File: src/hdl/cctp_div_cell.sv
// One restoring division cell: produces one quotient bit of the distance ratio.
`default_nettype none
module cctp_div_cell #(
    parameter int DW = 20
) (
    input  wire logic           clk,
    input  wire logic           rst_n,
    input  wire logic           in_valid,
    output logic                in_ready,
    input  wire logic [DW:0]    in_rem,
    input  wire logic [15:0]    in_nlow,
    input  wire logic [15:0]    in_quot,
    input  wire logic [DW-1:0]  in_den,
    input  wire logic [15:0]    in_bear,
    input  wire logic           in_sat,
    input  wire logic           in_zero,
    output logic                out_valid,
    input  wire logic           out_ready,
    output logic [DW:0]         out_rem,
    output logic [15:0]         out_nlow,
    output logic [15:0]         out_quot,
    output logic [DW-1:0]       out_den,
    output logic [15:0]         out_bear,
    output logic                out_sat,
    output logic                out_zero
);

    logic          valid_reg;
    logic [DW:0]   rem_reg;
    logic [15:0]   nlow_reg, quot_reg, bear_reg;
    logic [DW-1:0] den_reg;
    logic          sat_reg, zero_reg;
    logic [DW:0]   trial;
    logic [DW:0]   rem_next;
    logic [15:0]   quot_next;

    // Shift in the next numerator bit, then compare and subtract.
    always_comb
    begin
        trial = {in_rem[DW-1:0], in_nlow[15]};
        if (trial >= {1'b0, in_den})
        begin
            rem_next  = trial - {1'b0, in_den};
            quot_next = {in_quot[14:0], 1'b1};
        end
        else
        begin
            rem_next  = trial;
            quot_next = {in_quot[14:0], 1'b0};
        end
    end

    assign in_ready = !valid_reg || out_ready;

    always_ff @(posedge clk or negedge rst_n)
    begin
        if (!rst_n)
        begin
            valid_reg <= 1'b0;
        end
        else if (in_ready)
        begin
            valid_reg <= in_valid;
        end
    end

    always_ff @(posedge clk)
    begin
        if (in_ready && in_valid)
        begin
            rem_reg  <= rem_next;
            nlow_reg <= {in_nlow[14:0], 1'b0};
            quot_reg <= quot_next;
            den_reg  <= in_den;
            bear_reg <= in_bear;
            sat_reg  <= in_sat;
            zero_reg <= in_zero;
        end
    end

    assign out_valid = valid_reg;
    assign out_rem   = rem_reg;
    assign out_nlow  = nlow_reg;
    assign out_quot  = quot_reg;
    assign out_den   = den_reg;
    assign out_bear  = bear_reg;
    assign out_sat   = sat_reg;
    assign out_zero  = zero_reg;

endmodule
`default_nettype wire

File: config.mk
export PLATFORM = sky130hd
export DESIGN_NAME = cctp_div_cell
export DESIGN_NICKNAME = d
export VERILOG_FILES = /design/src/hdl/cctp_div_cell.sv
export SDC_FILE = /design/constraint.sdc
export NUM_CORES = 1
export LEC_CHECK = 0
export BUFFER_PORTS_ARGS = -buffer_cell sky130_fd_sc_hd__buf_2
export CAP_MARGIN = 15
export CORE_ASPECT_RATIO = 0.5
export CORE_MARGIN = 10
export CORE_UTILIZATION = 44
export DETAILED_ROUTE_END_ITERATION = 8
export PLACE_DENSITY = 0.82
export SLEW_MARGIN = 30
export SYNTH_ARGS = -nofsm -noshare
export SYNTH_HDL_FRONTEND = slang
export SYNTH_SLANG_ARGS = --single-unit
export TNS_END_PERCENT = 50
File: constraint.sdc
create_clock -name clk -period 9 [get_ports clk]
set_clock_uncertainty 0.1 [all_clocks]
set_input_delay 0.45 -clock clk [delete_from_list [all_inputs] [get_ports clk]]
set_output_delay 0.45 -clock clk [all_outputs]
set_load 0.05 [all_outputs]
==> run metrics, run 1 <==
outcome complete, no violations; setup slack at placement 5640 ps; wire length of the first global-routing pass 18,200 um; CTS tree yes; standard cell area after detailed placement 5450 um2; kind of cell adding the most delay to the critical path compound AO/OA/AOI/OAI gates; combinational cell fraction of total power 25.3%; Slew Limit Fails 0; required arrival time at the worst endpoint 8990 ps; FFs w/ async S/R, synth 1.10%; library cell contributing the largest single delay on the critical path sky130_fd_sc_hd__a2111oi_0; Core Footprint around 9600 um2; type of element launching the critical path input port; via count of the first global-routing pass 3,285; clock latency on the worst-skew pair 330 ps; Leakage Power 2.52 nW; sum of negative setup slack 0 ps; Int Power 0.782 mW; horizontal extent of the die 161 um; Buffers on Ports 184; initial antenna violation count 0; worst hold-check path type input port to flop; buffers inserted during post-CTS setup optimization 0; DP Cell Count 634; most used flip-flop cell after synthesis sky130_fd_sc_hd__edfxtp_1; post_cts resized 0; number of flops mapped to enable cells by yosys 90; via density per instance 5.12; RePlAce Congestion slightly below 0.9; post-detailed-route count of antenna-violating nets 0; number of endpoints failing setup at the final stage 0; clk sink count 91; worst relative slew slack approximately 57%; PwrDens ~200 nW/um2; VDD IR max 0.118 mV; drc violations 0; number of cells in the finished layout apart from fillers between 600 and 700; list of cells traversed by the critical path buf_2, inv_1, ha_1, fa_1, nor2b_1, o211ai_1, a2111oi_0, nor2_1, or3_1, a41o_1; fill cell count 796; number of max-capacitance violations reported 0; layout net count between 600 and 700; final instance area roughly 5700 um2; proportion of power drawn by flip-flops and latches 44.6%; Tcrit/Tclk final roughly a third; proportion of layout cells with a drive suffix above 1 43.0%; Chip Height 90.6 um; H-tree level count 3; largest net degree at the start of global routing 39; mean instance size in the synthesized netlist between 10 and 15 um2; Worst Tran Pin Value 649 ps; drt first-iter violations 336; Total Die Area 14,600 um2; Yosys warnings 0; final worst hold slack 190 ps; starting density of the core 45.8%; number of iterations in the first detailed-routing pass 6; buffer levels on the longest clock path 2; diode insertion count for antenna repair 0; crit end category flop; IO Count 188; largest driver fanout on the critical path 3; commonest cells after routing, fill and taps aside sky130_fd_sc_hd__buf_2, sky130_fd_sc_hd__edfxtp_1, sky130_fd_sc_hd__inv_1; post-synthesis instance area 4390 um2; time the final worst path needs with I/O delays and setup roughly 3000 ps; setup repair after global routing missed its margin no; clock slew at reported path FFs 70 ps; global router's overall resource usage ~16%; residual overflow from global routing 0; Std-Cell Rows 25; P_sw 0.360 mW; achievable frequency roughly 330 MHz; Unique masters post-synth 47; vias 3,334; Area Growth Syn to Fin 30.7%; setup slack of the critical path after layout 6000 ps; post-DP HPWL 9310 um; final core utilization 59.9%; final hold violations 0; clock network fraction of total power about 30%; root buf cell sky130_fd_sc_hd__clkbuf_16; Inserted Clock Buffers 9; fraction of the yosys area taken by sequential cells 62.2%; post-synthesis cell count 326; number of nets produced by synthesis between 400 and 500; biggest cell delay along the critical path 630 ps; Yosys reg bits roughly 90; post-detailed-route wirelength per cell 18.3 um; wire length after detailed routing ~12,000 um; most frequent standard cell in the layout excluding fill and tap cells sky130_fd_sc_hd__buf_2; Worst Setup Path Type input port to flop; final total power 1.14 mW; buffering stage count on the worst path with inverters included 2; switching fraction of total power 31.5%; CP arrival 2990 ps
kinds of logic after synthesis:
family	after synthesis	synth area share [%]
AO/OA/AOI/OAI	70	11.8
XOR/XNOR	13	2.59
adder cells (fa/ha/maj)	21	6.16
buffers and inverters	42	4.08
flip-flops	91	62.2
multiplexers	18	5.05
other	1	0.0855
AND/OR/NAND/NOR	70	8.04
Yosys cell counts, drive strengths merged (2+ instances only):
cell      n  area [um2]
a21oi    15        86.3
a221oi    3        26.3
nand2b    3        18.8
xor2      6        52.6
o21ai    12        71.3
a41o      3        30.0
a211o     4        35.0
a2111oi   2        17.5
mux2     15         191
nor2b     2        12.5
inv      29         111
mux2i     3        30.0
or3       3        23.8
xnor2     7        61.3
o211ai    5        37.5
ha       20         250
and2      5        31.3
nand2    18        67.6
nand3    11        55.1
nor2     14        52.6
buf       3        30.0
and4      2        17.5
edfxtp   90        2700
o21a      8        60.1
nor4      2        12.5
nor3      2        10.0
a211oi    5        37.5
a21o      6        45.0
nand4     6        37.5
clkbuf   10        37.5
a31oi     2        12.5
sequential cells by signal (all words and copies together) (netlist names):
name,flops
out_rem,21
out_den,20
out_bear,16
out_quot,16
out_nlow,15
out_sat,1
out_valid,1
out_zero,1
power by group through the flow:
stage                     clock [mW]  combinational (mW)  sequential [mW]
after floorplan                    0               0.113            0.619
after global placement             0               0.280            0.518
after detailed placement           0               0.287            0.519
after CTS                      0.352               0.289            0.510
after global routing           0.372               0.309            0.511
final                          0.344               0.289            0.509
final cells by class:
class                           instances  area (um2)  share of cell area (%)
Sequential cell                        91        2730                    47.6
Multi-Input combinational cell        193        1490                    25.9
Timing Repair Buffer                  187         971                    16.9
Clock buffer                           10         229                    3.99
Tap cell                              135         169                    2.95
Inverter                               29         111                    1.94
Clock inverter                          6        40.0                   0.698
worst paths after layout:
check / from / slack [ps] / end / depth (start not counted)
min reg2reg: out_valid$_DFFE_PN0N_ / 450 / out_valid$_DFFE_PN0N_ / 2
max in group asynchronous: rst_n / 8380 / out_valid$_DFFE_PN0N_ / 2
min: in_quot[14] / 190 / out_quot[15]$_DFFE_PP_ / 1
max: in_nlow[15] / 6000 / out_rem[18]$_DFFE_PP_ / 10
max reg2reg: out_valid$_DFFE_PN0N_ / 7440 / out_den[3]$_DFFE_PP_ / 3
min in group asynchronous: rst_n / 330 / out_valid$_DFFE_PN0N_ / 2
metal layers:
layer	global-route usage [%]	vias to the layer above	share of wire, %
met5	0	-	0
met4	5.05	0	2.1
met3	4.78	18	7.0
met2	27.4	139	51
met1	18.2	1576	40
li1	-	1601	-
timing repair:
item                       CTS  global route
hold buffers                 1             0
hold endpoints to repair     1             0
setup endpoints to repair    0             0
Power figures use the tool's default switching activity.
==> run 2, diff against run 1 <==
==> constraint.sdc (replaced) <==
create_clock -name clk -period 3.1 [get_ports clk]
set_clock_uncertainty 0.1 [all_clocks]
set_input_delay 0.155 -clock clk [delete_from_list [all_inputs] [get_ports clk]]
set_output_delay 0.155 -clock clk [all_outputs]
set_load 0.05 [all_outputs]
==> run 2 against run 1 <==
Against the previous run: cell area up 13%; first-iteration DRC count fell by 18%; final cell count grew 12%; hold slack got worse by 160 ps; flip-flop and latch count is the same; non-clock buffer count grew 73; sequential share of layout area fell by 5.5 points; critical path depth is 1 higher; global-route usage is 1.5 points higher; largest cell class unchanged; largest power group unchanged; highest routed layer unchanged.
==> run metrics, run 2 (synthesis results as in run 1) <==
commonest cells after routing, fill and taps aside sky130_fd_sc_hd__buf_2, sky130_fd_sc_hd__edfxtp_1, sky130_fd_sc_hd__dlygate4sd3_1; setup repair after global routing missed its margin no; RePlAce Congestion 0.894 (+3.4%); clk sink count 91 (unchanged); Slew Limit Fails 0 (unchanged); Leakage Power 2.83 nW (+12%); residual overflow from global routing 0 (unchanged); final total power 3.49 mW (+210%); largest driver fanout on the critical path 3 (unchanged); wire length of the first global-routing pass 20,200 um (+11%); IO Count 188 (unchanged); flip-flop count of the largest register, all copies and words added 21 (unchanged); achievable frequency 338 MHz; worst hold-check path type input port to async pin; PwrDens 539 nW/um2 (+170%); Inserted Clock Buffers 9 (unchanged); post-detailed-route wirelength per cell 18.0 um (-1.7%); fill cell count 742 (-6.8%); drc violations 0 (unchanged); clock network fraction of total power 31.4% (+1.3 points); crit end category flop; outcome complete, no violations; drt first-iter violations 276 (-18%); layout net count 700 (+12%); starting density of the core 45.8% (unchanged); required arrival time at the worst endpoint 3090 ps (-5900 ps); via density per instance 4.94 (-3.6%); combinational cell fraction of total power 26.2% (+0.9 points); final hold violations 0 (unchanged); time the final worst path needs with I/O delays and setup ~3000 ps; sum of negative setup slack 0 ps (unchanged); VDD IR max 0.291 mV (+150%); number of max-capacitance violations reported 0 (unchanged); final instance area 6490 um2 (+13%); via count of the first global-routing pass 3,710 (+13%); initial antenna violation count 2 (+2); most frequent standard cell in the layout excluding fill and tap cells sky130_fd_sc_hd__buf_2; standard cell area after detailed placement 5470 um2 (+0.32%); buffers inserted during post-CTS setup optimization 0 (unchanged); number of endpoints failing setup at the final stage 0 (unchanged); Worst Setup Path Type input port to flop; Std-Cell Rows 25 (unchanged); Register-to-Register Setup Slack 1300 ps (-6140 ps); type of element launching the critical path input port; Area Growth Syn to Fin 47.8%; clock slew at reported path FFs 60 ps (about the same); largest net degree at the start of global routing 56 (+44%); number of cells traversed by the worst register-to-register path 3 (unchanged); Buffers on Ports 184 (unchanged); global router's overall resource usage 17.2% (+1.5 points); proportion of power drawn by flip-flops and latches 42.3% (-2.3 points); CP arrival 2950 ps (-40 ps); post-detailed-route count of antenna-violating nets 0 (unchanged); horizontal extent of the die 161 um (unchanged); clock latency on the worst-skew pair 320 ps (about the same); P_sw 1.08 mW (+200%); Core Footprint 9570 um2 (unchanged); H-tree level count 3 (unchanged); switching fraction of total power 30.8% (-0.70 points); Chip Height 90.6 um (unchanged); vias 3,583 (+7.5%); root buf cell sky130_fd_sc_hd__clkbuf_16; number of iterations in the first detailed-routing pass 4 (-2); wire length after detailed routing 13,000 um (+9.6%); CTS tree yes; buffer levels on the longest clock path 2 (unchanged); post-DP HPWL 9440 um (+1.4%); Total Die Area 14,600 um2 (unchanged); Int Power 2.42 mW (+210%); Tcrit/Tclk final between 90% and 100%; proportion of layout cells with a drive suffix above 1 38.9% (-4.1 points)
==> run 2: cell types whose count changed in the layout (fill, tap and decap cells not counted), moves of 2 or more <==
cell                            before  now
sky130_fd_sc_hd__clkinvlp_4          0    2
sky130_fd_sc_hd__buf_4               0    5
sky130_fd_sc_hd__dlygate4sd3_1       1   70
sky130_fd_sc_hd__clkinv_2            2    0
sky130_fd_sc_hd__diode_2             0    2
==> run 2: per-layer routing <==
layer  routed length, um  track usage (%)
met5                   0                0
met4                 185             4.14
met3                 810             4.96
met2                7040             32.2
met1                5000             18.7
==> run 2: metrics by stage <==
step           setup WS (ps)  utilization [%]  std cells  hold slack, ps
6_report                 137             67.8        726            26.4
5_1_grt                 22.1             67.8        726            31.4
4_1_cts                 80.3             67.6        724            14.4
3_5_place_dp             271             57.2        638            -169
3_3_place_gp             308             57.2        638            -170
2_1_floorplan            275                -        326            -241
==> run 2: area by class of cell <==
type	instances	area (um2)	share of cell area [%]
Clock inverter	6	71.3	1.10
Tap cell	135	169	2.60
Inverter	29	111	1.72
Sequential cell	91	2730	42.1
Timing Repair Buffer	260	1680	25.9
Multi-Input combinational cell	193	1490	23.0
Antenna cell	2	5.00	0.0772
Clock buffer	10	229	3.53
==> run 2: critical path, cell delays in order <==
cell and delay [ps]:
sky130_fd_sc_hd__dlygate4sd3_1 530, sky130_fd_sc_hd__buf_2 130, sky130_fd_sc_hd__ha_1 200, sky130_fd_sc_hd__fa_1 420
sky130_fd_sc_hd__nor2b_2 160, sky130_fd_sc_hd__o211ai_1 150, sky130_fd_sc_hd__a2111oi_2 380, sky130_fd_sc_hd__buf_4 180
sky130_fd_sc_hd__nor2_1 50, sky130_fd_sc_hd__or3_1 350, sky130_fd_sc_hd__a41o_1 230
==> run 2: power by group through the flow <==
stage	logic, mW	clock network (mW)	registers, mW
CTS	0.912	1.12	1.48
floorplan	0.328	0	1.79
global placement	0.823	0	1.50
global route	0.978	1.17	1.49
finish	0.916	1.10	1.48
detailed placement	0.838	0	1.51
==> run 2: path summary, 6_finish.rpt <==
path	to	from
max in group asynchronous	out_valid$_DFFE_PN0N_	rst_n
min in group clk	out_rem[19]$_DFFE_PP_	in_rem[18]
worst min register to register	out_valid$_DFFE_PN0N_	out_valid$_DFFE_PN0N_
worst max register to register	out_rem[18]$_DFFE_PP_	out_valid$_DFFE_PN0N_
worst min-delay path	out_valid$_DFFE_PN0N_	rst_n
worst max-delay path	out_rem[18]$_DFFE_PP_	in_den[0]
==> run 2: timing repair <==
item	in CTS	in global routing
setup endpoints to repair	0	2
hold buffers	70	0
resized for setup	0	5
hold endpoints to repair	70	0
