===== src/hdl/cctp_pkg.sv =====
// Shared constants and the arctangent table for the centered Cartesian-to-polar block.
`default_nettype none
package cctp_pkg;

    // Fixed field and register widths.
    localparam int FIELD_BITS = 16;
    localparam int CFG_BITS   = 13;
    localparam int ATAN_BITS  = 32;

    // Register indexes of the configuration port.
    localparam logic CFG_IDX_FRAME_WIDTH  = 1'b0;
    localparam logic CFG_IDX_FRAME_HEIGHT = 1'b1;

    // Register reset values and the legal frame size range.
    localparam logic [CFG_BITS-1:0] FRAME_WIDTH_RESET  = 13'd640;
    localparam logic [CFG_BITS-1:0] FRAME_HEIGHT_RESET = 13'd480;
    localparam logic [CFG_BITS-1:0] FRAME_SIZE_MIN     = 13'd2;
    localparam logic [CFG_BITS-1:0] FRAME_SIZE_MAX     = 13'd4096;

    // atan(2^-i) in units of 2^-32 turn.
    function automatic logic [ATAN_BITS-1:0] atan_turn32(input int idx);
        logic [ATAN_BITS-1:0] e;
        case (idx)
            0:       e = 32'h20000000;
            1:       e = 32'h12E4051E;
            2:       e = 32'h09FB385B;
            3:       e = 32'h051111D4;
            4:       e = 32'h028B0D43;
            5:       e = 32'h0145D7E1;
            6:       e = 32'h00A2F61E;
            7:       e = 32'h00517C55;
            8:       e = 32'h0028BE53;
            9:       e = 32'h00145F2F;
            10:      e = 32'h000A2F98;
            11:      e = 32'h000517CC;
            12:      e = 32'h00028BE6;
            13:      e = 32'h000145F3;
            14:      e = 32'h0000A2F9;
            15:      e = 32'h0000517C;
            16:      e = 32'h000028BE;
            17:      e = 32'h0000145F;
            18:      e = 32'h00000A2F;
            19:      e = 32'h00000517;
            20:      e = 32'h0000028B;
            21:      e = 32'h00000145;
            22:      e = 32'h000000A2;
            23:      e = 32'h00000051;
            default: e = 32'h00000000;
        endcase
        return e;
    endfunction

endpackage
`default_nettype wire


===== src/hdl/cctp_cordic_cell.sv =====
// One vectoring CORDIC cell: rotates the offset and the half-diagonal by one micro-angle.
`default_nettype none
module cctp_cordic_cell #(
    parameter int IDX = 0,
    parameter int DW  = 20,
    parameter int AB  = 16
) (
    input  wire logic                 clk,
    input  wire logic                 rst_n,
    input  wire logic                 in_valid,
    output logic                      in_ready,
    input  wire logic signed [DW-1:0] in_x,
    input  wire logic signed [DW-1:0] in_y,
    input  wire logic        [AB-1:0] in_z,
    input  wire logic signed [DW-1:0] in_xc,
    input  wire logic signed [DW-1:0] in_yc,
    input  wire logic                 in_zero,
    output logic                      out_valid,
    input  wire logic                 out_ready,
    output logic signed [DW-1:0]      out_x,
    output logic signed [DW-1:0]      out_y,
    output logic        [AB-1:0]      out_z,
    output logic signed [DW-1:0]      out_xc,
    output logic signed [DW-1:0]      out_yc,
    output logic                      out_zero
);

    // Micro-angle of this cell, rounded half up to AB bits.
    localparam int SH = cctp_pkg::ATAN_BITS - AB;
    localparam logic [cctp_pkg::ATAN_BITS:0] ATAN_E = {1'b0, cctp_pkg::atan_turn32(IDX)};
    localparam logic [cctp_pkg::ATAN_BITS:0] ATAN_R =
        (ATAN_E + ({{cctp_pkg::ATAN_BITS{1'b0}}, 1'b1} << (SH - 1))) >> SH;
    localparam logic [AB-1:0] STEP = ATAN_R[AB-1:0];

    logic                 valid_reg;
    logic signed [DW-1:0] x_reg, y_reg, xc_reg, yc_reg;
    logic        [AB-1:0] z_reg;
    logic                 zero_reg;
    logic signed [DW-1:0] x_next, y_next, xc_next, yc_next;
    logic        [AB-1:0] z_next;

    // Rotation toward the x axis for both vectors.
    always_comb
    begin
        if (!in_y[DW-1])
        begin
            x_next = in_x + (in_y >>> IDX);
            y_next = in_y - (in_x >>> IDX);
            z_next = in_z + STEP;
        end
        else
        begin
            x_next = in_x - (in_y >>> IDX);
            y_next = in_y + (in_x >>> IDX);
            z_next = in_z - STEP;
        end
        if (!in_yc[DW-1])
        begin
            xc_next = in_xc + (in_yc >>> IDX);
            yc_next = in_yc - (in_xc >>> IDX);
        end
        else
        begin
            xc_next = in_xc - (in_yc >>> IDX);
            yc_next = in_yc + (in_xc >>> IDX);
        end
    end

    assign in_ready = !valid_reg || out_ready;

    // Cell register with handshake.
    always_ff @(posedge clk or negedge rst_n)
    begin
        if (!rst_n)
        begin
            valid_reg <= 1'b0;
        end
        else if (in_ready)
        begin
            valid_reg <= in_valid;
        end
    end

    always_ff @(posedge clk)
    begin
        if (in_ready && in_valid)
        begin
            x_reg    <= x_next;
            y_reg    <= y_next;
            z_reg    <= z_next;
            xc_reg   <= xc_next;
            yc_reg   <= yc_next;
            zero_reg <= in_zero;
        end
    end

    assign out_valid = valid_reg;
    assign out_x     = x_reg;
    assign out_y     = y_reg;
    assign out_z     = z_reg;
    assign out_xc    = xc_reg;
    assign out_yc    = yc_reg;
    assign out_zero  = zero_reg;

endmodule
`default_nettype wire


===== config.mk =====
export PLATFORM = sky130hd
export DESIGN_NAME = cctp_cordic_cell
export DESIGN_NICKNAME = d
export VERILOG_FILES = /design/src/hdl/cctp_pkg.sv /design/src/hdl/cctp_cordic_cell.sv
export SDC_FILE = /design/constraint.sdc
export NUM_CORES = 1
export LEC_CHECK = 0
export BUFFER_PORTS_ARGS = -buffer_cell sky130_fd_sc_hd__buf_2
export CAP_MARGIN = 25
export CORE_UTILIZATION = 45
export CTS_BUF_LIST = sky130_fd_sc_hd__clkbuf_16
export CTS_CLUSTER_DIAMETER = 100
export DETAILED_ROUTE_END_ITERATION = 6
export HOLD_SLACK_MARGIN = 0.06
export PLACE_DENSITY = 0.71
export SYNTH_ARGS = -nofsm -noshare
export SYNTH_HDL_FRONTEND = slang
export SYNTH_SLANG_ARGS = --single-unit

===== constraint.sdc =====
create_clock -name clk -period 4.4 [get_ports clk]
set_input_delay 0.88 -clock clk [delete_from_list [all_inputs] [get_ports clk]]
set_output_delay 0.88 -clock clk [all_outputs]
set_load 0.01 [all_outputs]

==> impl_metrics.ini, run 1 <==
[status]
status = completed

[routing]
via_per_inst = 5.50
routed.top_layer = met4
first_iter_violations = 599
met3WireLength_mm = 1.10
drcViolationCount = 0
totalWireLength_mm = 23.7
wl_met1_mm = 10.1
vias = 7934
routedWlPerCell_um = 16.4
ant_nets = 0
first_pass_iters = 6
wl_met2_mm = 11.7

[timing]
hold_viol_final = 0
finalClockSkew_ps = 10.5
finalSetupTns_ps = 0
period_share_pct = 73.7
relSlewSlack_pct = 57.2
max_freq_ghz = 0.308
holdWs_ps = 280
timing.final.ws_setup_ps = 1160
fin_crit_ps = 3240
finalSetupViolations = 0
slew_violations = 0
worst_pin_slew_ps = 638
rsz0062_at_grt = no

[placement]
post-place-ws_ps = 809
hpwl_mm = 18.9
dp_cells = 1426
placed_area_mm2 = 0.0102
gp_congestion = 0.939
port_buffers = 199

[layout]
final_cells = 1442
n_fill_cell = 1872
finalCoreUtilization_pct = 53.5
n_antenna_cell = 0
layout_common_cells = buf_2 (199), ha_1 (114), inv_1 (109)
final_nets = 1394
area_growth_pct = 16.0
design_area_mm2 = 0.0105
final_common_cell = buf_2
layout-drive-gt1-share_pct = 20.4

[power_and_ir_drop]
leakagePower_nw = 4.72
seq_power_share_pct = 38.2
clockPowerShare_pct = 25.9
finalPower_mw = 3.07
powerDensity_mw_per_mm2 = 293
switching_share_pct = 35.3
p_int_mw = 1.99
peakVddDrop_mv = 0.225
power_frac_comb_pct = 36.0
p_sw_mw = 1.08

[cts]
post_cts_resized = 0
root_buffer = clkbuf_16
clk_latency_ps = 350
h-tree-depth = 3
cts_setup_buffers = 0
cts_inserted_buffers = 9
clockBufferDepth = 2
clk_pin_slew_ps = 80
holdBufCountCts = 0
clkSinkCount = 96
cts_tree = done

[hold_path]
hold_class = in2async

[grt]
track_usage_pct = 23.2
grt_max_degree = 48
antenna_found_initial = 0
grt_overflow = 0
grt_pass1_wl_mm = 37.1
grt_pass1_vias = 7464

[floorplanning]
die_area_mm2 = 0.0206
num_rows = 51
start_util_pct = 46.1
design.core.area_mm2 = 0.0196
die_x_um = 144
fp.dieH_um = 144
ios = 200

[critical_path]
crit_arrival_ps = 3330
startpoint_type = input port
critPathCaptureType = flip-flop
crit_required_ps = 4490
critPathKind = in2reg
crit_fanout = 4

[synthesis]
ys_dominant_reg_cell = edfxtp_1
async_flop_share_pct = 1.04
synth.distinct_cells = 70
synth_fp_nets = 1225
synthesis.area_mm2 = 0.00903
synth-seq-area-share_pct = 31.9
synth-edff-count = 95
syn_inst = 1003
synth.yosys.warnings = 0
synth-seq-cells = 96
syn_avg_cell_area_um2 = 9.01

[job]
drv_cap = 0
power by group through the flow:
| stage | combinational (mW) | sequential, mW | clock (mW) |
|---|---|---|---|
| after floorplan | 0.695 | 1.25 | 0 |
| after global placement | 1.09 | 1.19 | 0 |
| after global routing | 1.22 | 1.18 | 0.840 |
| after CTS | 1.10 | 1.17 | 0.810 |
| final | 1.10 | 1.17 | 0.794 |
| after detailed placement | 1.09 | 1.19 | 0 |
cell type report:
class / count / area, um^2 / share of cell area [%]
Inverter: 115 / 432 / 4.12
Tap cell: 265 / 332 / 3.16
Clock buffer: 9 / 225 / 2.15
Clock inverter: 7 / 70.1 / 0.668
Multi-Input combinational cell: 744 / 5500 / 52.4
Timing Repair Buffer: 206 / 1050 / 10.0
Sequential cell: 96 / 2880 / 27.5
worst max-delay path, stage by stage:
cell,delay (ps)
buf_2,110
ha_1,220
fa_1,410
nor2b_1,170
o311a_1,340
o311ai_1,410
nand3_1,250
o22ai_1,260
o22ai_1,130
xnor2_1,150
worst paths after layout:
check | start | endpoint | slack, ps | depth (start not counted)
worst max-delay path | in_xc[0] | out_xc[16] | 1160 | 10
min in group clk | out_valid | out_valid | 540 | 2
worst min register to register | out_valid | out_valid | 540 | 2
worst max register to register | out_valid | out_yc[13] | 2560 | 3
worst min-delay path | rst_n | out_valid | 280 | 1
max in group asynchronous | rst_n | out_valid | 4040 | 1
state kept, by name, summed over array words and instances, names as in the netlist:
name,cells
out_x,19
out_y,20
out_xc,20
out_yc,19
out_valid,1
out_zero,1
out_z,16
kinds of logic after synthesis:
| kind of cell | Yosys count | synth area share, % |
|---|---|---|
| XOR/XNOR | 74 | 7.17 |
| AND/OR/NAND/NOR | 221 | 12.3 |
| flip-flops | 96 | 31.9 |
| buffers and inverters | 163 | 7.33 |
| adder cells (fa/ha/maj) | 121 | 17.3 |
| multiplexers | 17 | 1.88 |
| AO/OA/AOI/OAI | 311 | 22.1 |
synthesized netlist by cell type (all sizes together), types with 13 or more instances:
library cell / count / area share, %
a21o: 18 / 1.5
a21oi: 102 / 5.7
a211oi: 13 / 1.2
a31oi: 14 / 0.97
ha: 114 / 16
nor2: 65 / 2.8
clkbuf: 14 / 0.58
mux2i: 17 / 1.9
xnor2: 64 / 6.2
nor3: 22 / 1.3
nor2b: 20 / 1.4
o21ai: 64 / 3.5
o21bai: 16 / 1.3
buf: 34 / 2.0
o211ai: 13 / 1.1
edfxtp: 95 / 32
inv: 113 / 4.7
nand2: 46 / 1.9
metal layers:
metal  up-vias  global-route usage [%]
met5         -                       0
met4         0                    9.69
met3        56                    2.47
met2       273                    40.5
met1      3698                    29.1
li1       3907                       -
No activity file was read; power rests on OpenSTA's default activity.
==> run 2: changes to the inputs <==
Clock period 4.4 ns to 3.1 ns, I/O delays scaled along.
==> run 2 against run 1 <==
Sequential power is 42% higher. Wire length up 1.8%. Design area grew 4.2%. Critical endpoint unchanged. Final cell count is 3.9% higher. First-iteration DRC count is 1.5% higher. Via count up 3.0%. Clock power is 40% higher. Largest power group is now combinational cells. Sequential cell count did not move. Power increased by 45%. Die area did not move. Hold slack improved by 150 ps. Clock-buffer cell count unchanged.
==> impl_metrics.ini, run 2 (same netlist as run 1, synthesis figures left out) <==
[cts]
clk_pin_slew_ps = 80
clockBufferDepth = 2
clk_latency_ps = 360
root_buffer = clkbuf_16
post_cts_resized = 0
cts_setup_buffers = 0
cts_inserted_buffers = 9
clkSinkCount = 96
h-tree-depth = 3
holdBufCountCts = 1
cts_tree = done

[floorplanning]
ios = 200
fp.dieH_um = 144
die_x_um = 144
die_area_mm2 = 0.0206
num_rows = 51
design.core.area_mm2 = 0.0196
start_util_pct = 46.1

[job]
drv_cap = 0

[timing]
finalSetupViolations = 0
relSlewSlack_pct = 66.4
fin_crit_ps = 2850
worst_pin_slew_ps = 504
hold_viol_final = 0
max_freq_ghz = 0.351
holdWs_ps = 429
period_share_pct = 91.9
slew_violations = 0
rsz0062_at_grt = no
finalSetupTns_ps = 0
finalClockSkew_ps = 12.1

[power_and_ir_drop]
leakagePower_nw = 5.00
peakVddDrop_mv = 0.227
powerDensity_mw_per_mm2 = 407

[hold_path]
hold_class = in2reg
holdCritStartpoint = in_z[10]
hold_depth = 1
hold_end = out_z[10]

[routing]
routedWlPerCell_um = 16.1
via_per_inst = 5.46
first_pass_iters = 5
ant_nets = 0
first_iter_violations = 608
totalWireLength_mm = 24.1
drcViolationCount = 0
vias = 8172

[grt]
track_usage_pct = 23.6
grt_pass1_wl_mm = 38.0
grt_overflow = 0
grt_max_degree = 48
antenna_found_initial = 0
grt_pass1_vias = 7787

[critical_path]
crit_required_ps = 3200
timing.rr.start = out_valid
critPathCaptureType = flip-flop
startpoint_type = input port
crit_arrival_ps = 2950
worst_r2r_path_depth = 3
r2r_slack_ps = 1530
crit_fanout = 4
critPathKind = in2reg
r2r-end = out_xc[19]

[placement]
placed_area_mm2 = 0.0106
dp_cells = 1481
port_buffers = 199
gp_congestion = 0.970
hpwl_mm = 19.6

[layout]
layout-drive-gt1-share_pct = 23.9
final_common_cell = buf_2
layout_common_cells = buf_2 (199), ha_1 (114), inv_1 (109)
final_nets = 1450
design_area_mm2 = 0.0109
area_growth_pct = 20.9
final_cells = 1498
n_antenna_cell = 0

[status]
status = completed
[run 2: changes by cell type in the layout (fill, tap and decap cells not counted)]
cell,delta
buf_12,+1
inv_6,+1
dlygate4sd3_1,+1
inv_8,-2
clkinv_8,+1
buf_4,+54
[run 2: stage by stage]
stage | util, % | power (mW) | setup slack, ps
after floorplan | - | 2.76 | 375
after global placement | 54.2 | 3.33 | 10.7
after detailed placement | 54.2 | 3.34 | -98.8
after CTS | 55.7 | 4.47 | 280
after global routing | 55.7 | 4.70 | 122
final | 55.7 | 4.45 | 250
[run 2: cell type report]
cell class | instances | area [um^2]
flip-flops and latches | 96 | 2880
repair buffers | 262 | 1480
clock inverters | 7 | 72.6
multi-input cells | 744 | 5500
clock buffers | 9 | 225
fillers | 1822 | 8670
well taps | 265 | 332
inverters | 115 | 432
[run 2: worst max-delay path by stage]
stage | cells after the start | endpoint | from
after floorplan | 9 | out_xc[16] | in_xc[0]
after global placement | 11 | out_xc[16] | in_xc[0]
after detailed placement | 11 | out_xc[16] | in_xc[0]
after CTS | 11 | out_xc[16] | in_xc[0]
after global routing | 11 | out_yc[16] | in_xc[4]
final | 11 | out_xc[16] | in_xc[0]
[run 2: per-layer routing]
metal	global-route usage [%]	vias up	routed length, um
li1	-	4022	-
met1	29.2	3765	10100
met2	41.7	332	12100
met3	3.33	53	1320
met4	8.40	0	628
met5	0	-	0
[run 2: critical path, cell delays in order]
cell and delay (ps):
buf_2 110, ha_1 210, fa_1 400, nor2b_1 160, o311a_1 330, o311ai_1 280
buf_4 180, nand3_1 150, o22ai_1 240, o22ai_1 120, xnor2_1 150
[run 2: where the power goes]
part	switching, mW	leakage (nW)	internal (mW)
combinational	0.974	3.94	0.695
sequential	0.0279	0.916	1.63
clock	0.544	0.143	0.570
==> run 3: changes to the inputs <==
Settings changed: ABC_AREA set to 1, CTS_BUF_LIST sky130_fd_sc_hd__clkbuf_16 to sky130_fd_sc_hd__clkbuf_8, PLACE_DENSITY 0.71 to 0.7.
==> run 3 against run 2 <==
Setup slack improved by 390 ps. Via count rose by 32%. Die area rose by 17%. Sequential share of layout area fell by 2.2 points. First-iteration DRC count rose by 16%. Combinational power rose by 9%. Hold slack got worse by 44 ps. Synthesized cell count rose by 57%. Clock power fell by 19%. Critical path depth rose by 1. Critical endpoint is now out_x[14].
==> impl_metrics.ini, run 3 <==
[layout]
final_common_cell = nand2_1
n_fill_cell = 2360
finalCoreUtilization_pct = 52.2
design_area_mm2 = 0.0119
area_growth_pct = 12.5
final_nets = 1965
layout_common_cells = nand2_1 (476), inv_1 (254), buf_2 (199)
layout-drive-gt1-share_pct = 14.8
n_antenna_cell = 0

[placement]
hpwl_mm = 26.0
placed_area_mm2 = 0.0117
post-place-ws_ps = 307
port_buffers = 199
gp_congestion = 0.949

[critical_path]
crit_family = adder cells
crit_chain = buf_2 > inv_1 > ha_1 > fa_1 > o21ai_1 > nand2_1 > nand2_1 > nand3_1 > nand2_1 > nand2_1 > nand3_1 > nand2_1
startpoint_type = input port
cp_slowest_stage_delay_ps = 500
crit_fanout = 4
worst_path_max_delay_cell = fa_1
critPathKind = in2reg
cpMostUsedCell = nand2_1
crit_required_ps = 3250
crit_arrival_ps = 2610
critPathCaptureType = flip-flop
cp_num_buf_inv = 2

[synthesis]
ys_dominant_reg_cell = edfxtp_1
synthTopCellsByArea = edfxtp_1 (27%), nand2_1 (17%), ha_1 (13%)
synth_fp_nets = 1799
synth-seq-area-share_pct = 27.2
synthesis.area_mm2 = 0.0106
yosys-top-cells-count = nand2_1 (476), inv_1 (254), nand3_1 (165)
syn_inst = 1577
synth_area_leader_cell = edfxtp_1
yosysMostFrequentCell = nand2_1
synth-seq-cells = 96
syn_avg_cell_area_um2 = 6.72
async_flop_share_pct = 1.04
synth.yosys.warnings = 0
synth-edff-count = 95
synth.distinct_cells = 36
synth_top_area_share_pct = 26.9

[cts]
cts_inserted_buffers = 9
clk_latency_ps = 400
clk_pin_slew_ps = 120
cts_setup_buffers = 0
root_buffer = clkbuf_8
clockBufferDepth = 2
cts_tree = done
clkSinkCount = 96
h-tree-depth = 3

[job]
drv_cap = 0

[hold_path]
hold_class = in2reg

[power_and_ir_drop]
leakagePower_nw = 6.40
power_frac_comb_pct = 41.7
clockPowerShare_pct = 20.6
seq_power_share_pct = 37.7
switching_share_pct = 42.1
p_int_mw = 2.52
p_sw_mw = 1.84
peakVddDrop_mv = 0.203
powerDensity_mw_per_mm2 = 366

[timing]
timing.final.ws_setup_ps = 637
worst_pin_slew_ps = 696
max_freq_ghz = 0.406
relSlewSlack_pct = 53.5
slew_violations = 0
rsz0062_at_grt = no
finalClockSkew_ps = 11.1
finalSetupViolations = 0
fin_crit_ps = 2460
period_share_pct = 79.5
hold_viol_final = 0
finalSetupTns_ps = 0
holdWs_ps = 385

[grt]
track_usage_pct = 26.6
grt_pass1_vias = 10000
antenna_found_initial = 0
grt_max_degree = 96
grt_pass1_wl_mm = 50.5
grt_overflow = 0

[routing]
first_iter_violations = 708
ant_nets = 0
first_pass_iters = 7
routedWlPerCell_um = 15.6
via_per_inst = 5.21
vias = 10700
drcViolationCount = 0
totalWireLength_mm = 32.2

[floorplanning]
design.core.area_mm2 = 0.0228
start_util_pct = 46.4
num_rows = 55
die_x_um = 155
ios = 200
die_area_mm2 = 0.0242
fp.dieH_um = 155

[status]
status = completed
-- run 3: cell families after synthesis --
kind of cell / synth area share, %
AO/OA/AOI/OAI: 11.1
adder cells (fa/ha/maj): 14.8
buffers and inverters: 12.3
flip-flops: 27.2
AND/OR/NAND/NOR: 31.9
XOR/XNOR: 2.73
-- run 3: power by group through the flow --
stage / registers (mW) / clock network, mW / logic (mW)
5_1_grt: 1.65 / 0.967 / 2.02
3_5_place_dp: 1.67 / 0 / 1.78
3_3_place_gp: 1.67 / 0 / 1.76
2_1_floorplan: 1.73 / 0 / 1.18
6_report: 1.64 / 0.899 / 1.82
4_1_cts: 1.65 / 0.928 / 1.79
-- run 3: layout make-up --
cell class	count	area (um^2)	area share (%)
flip-flops and latches	96	2880	24.1
clock inverters	7	78.8	0.661
multi-input cells	1172	6420	53.9
inverters	259	972	8.15
clock buffers	9	124	1.04
well taps	313	392	3.28
repair buffers	205	1060	8.86
-- run 3: routing by layer --
layer / wire (um) / up-vias / global-route usage [%] / share of wire (%)
met2: 15100 / 413 / 44.8 / 47
met4: 583 / 0 / 7.24 / 1.8
met1: 14400 / 4922 / 35.5 / 45
met5: 0 / - / 0 / 0
met3: 2140 / 42 / 3.68 / 6.6
li1: - / 5370 / - / -
-- run 3: through the flow --
stage	power, mW	instances
2_1_floorplan	2.91	1577
3_3_place_gp	3.44	2044
3_5_place_dp	3.46	2044
4_1_cts	4.37	2061
5_1_grt	4.65	2061
6_report	4.36	2061
-- run 3: timing repair --
item                                   in CTS  in global routing
setup endpoints to repair                   0                  0
hold buffers                                1                  0
resized for setup                           0                  0
endpoints found under the hold margin       1                  0
-- run 3: worst paths after layout --
kind | end | from | slack, ps | cells after the start
max | out_x[14] | in_x[0] | 640 | 12
min | out_z[5] | in_z[5] | 390 | 1
max reg2reg | out_x[11] | out_valid | 1600 | 2
min reg2reg | out_valid | out_valid | 640 | 2
max in group asynchronous | out_valid | rst_n | 2480 | 2
min in group asynchronous | out_valid | rst_n | 530 | 2
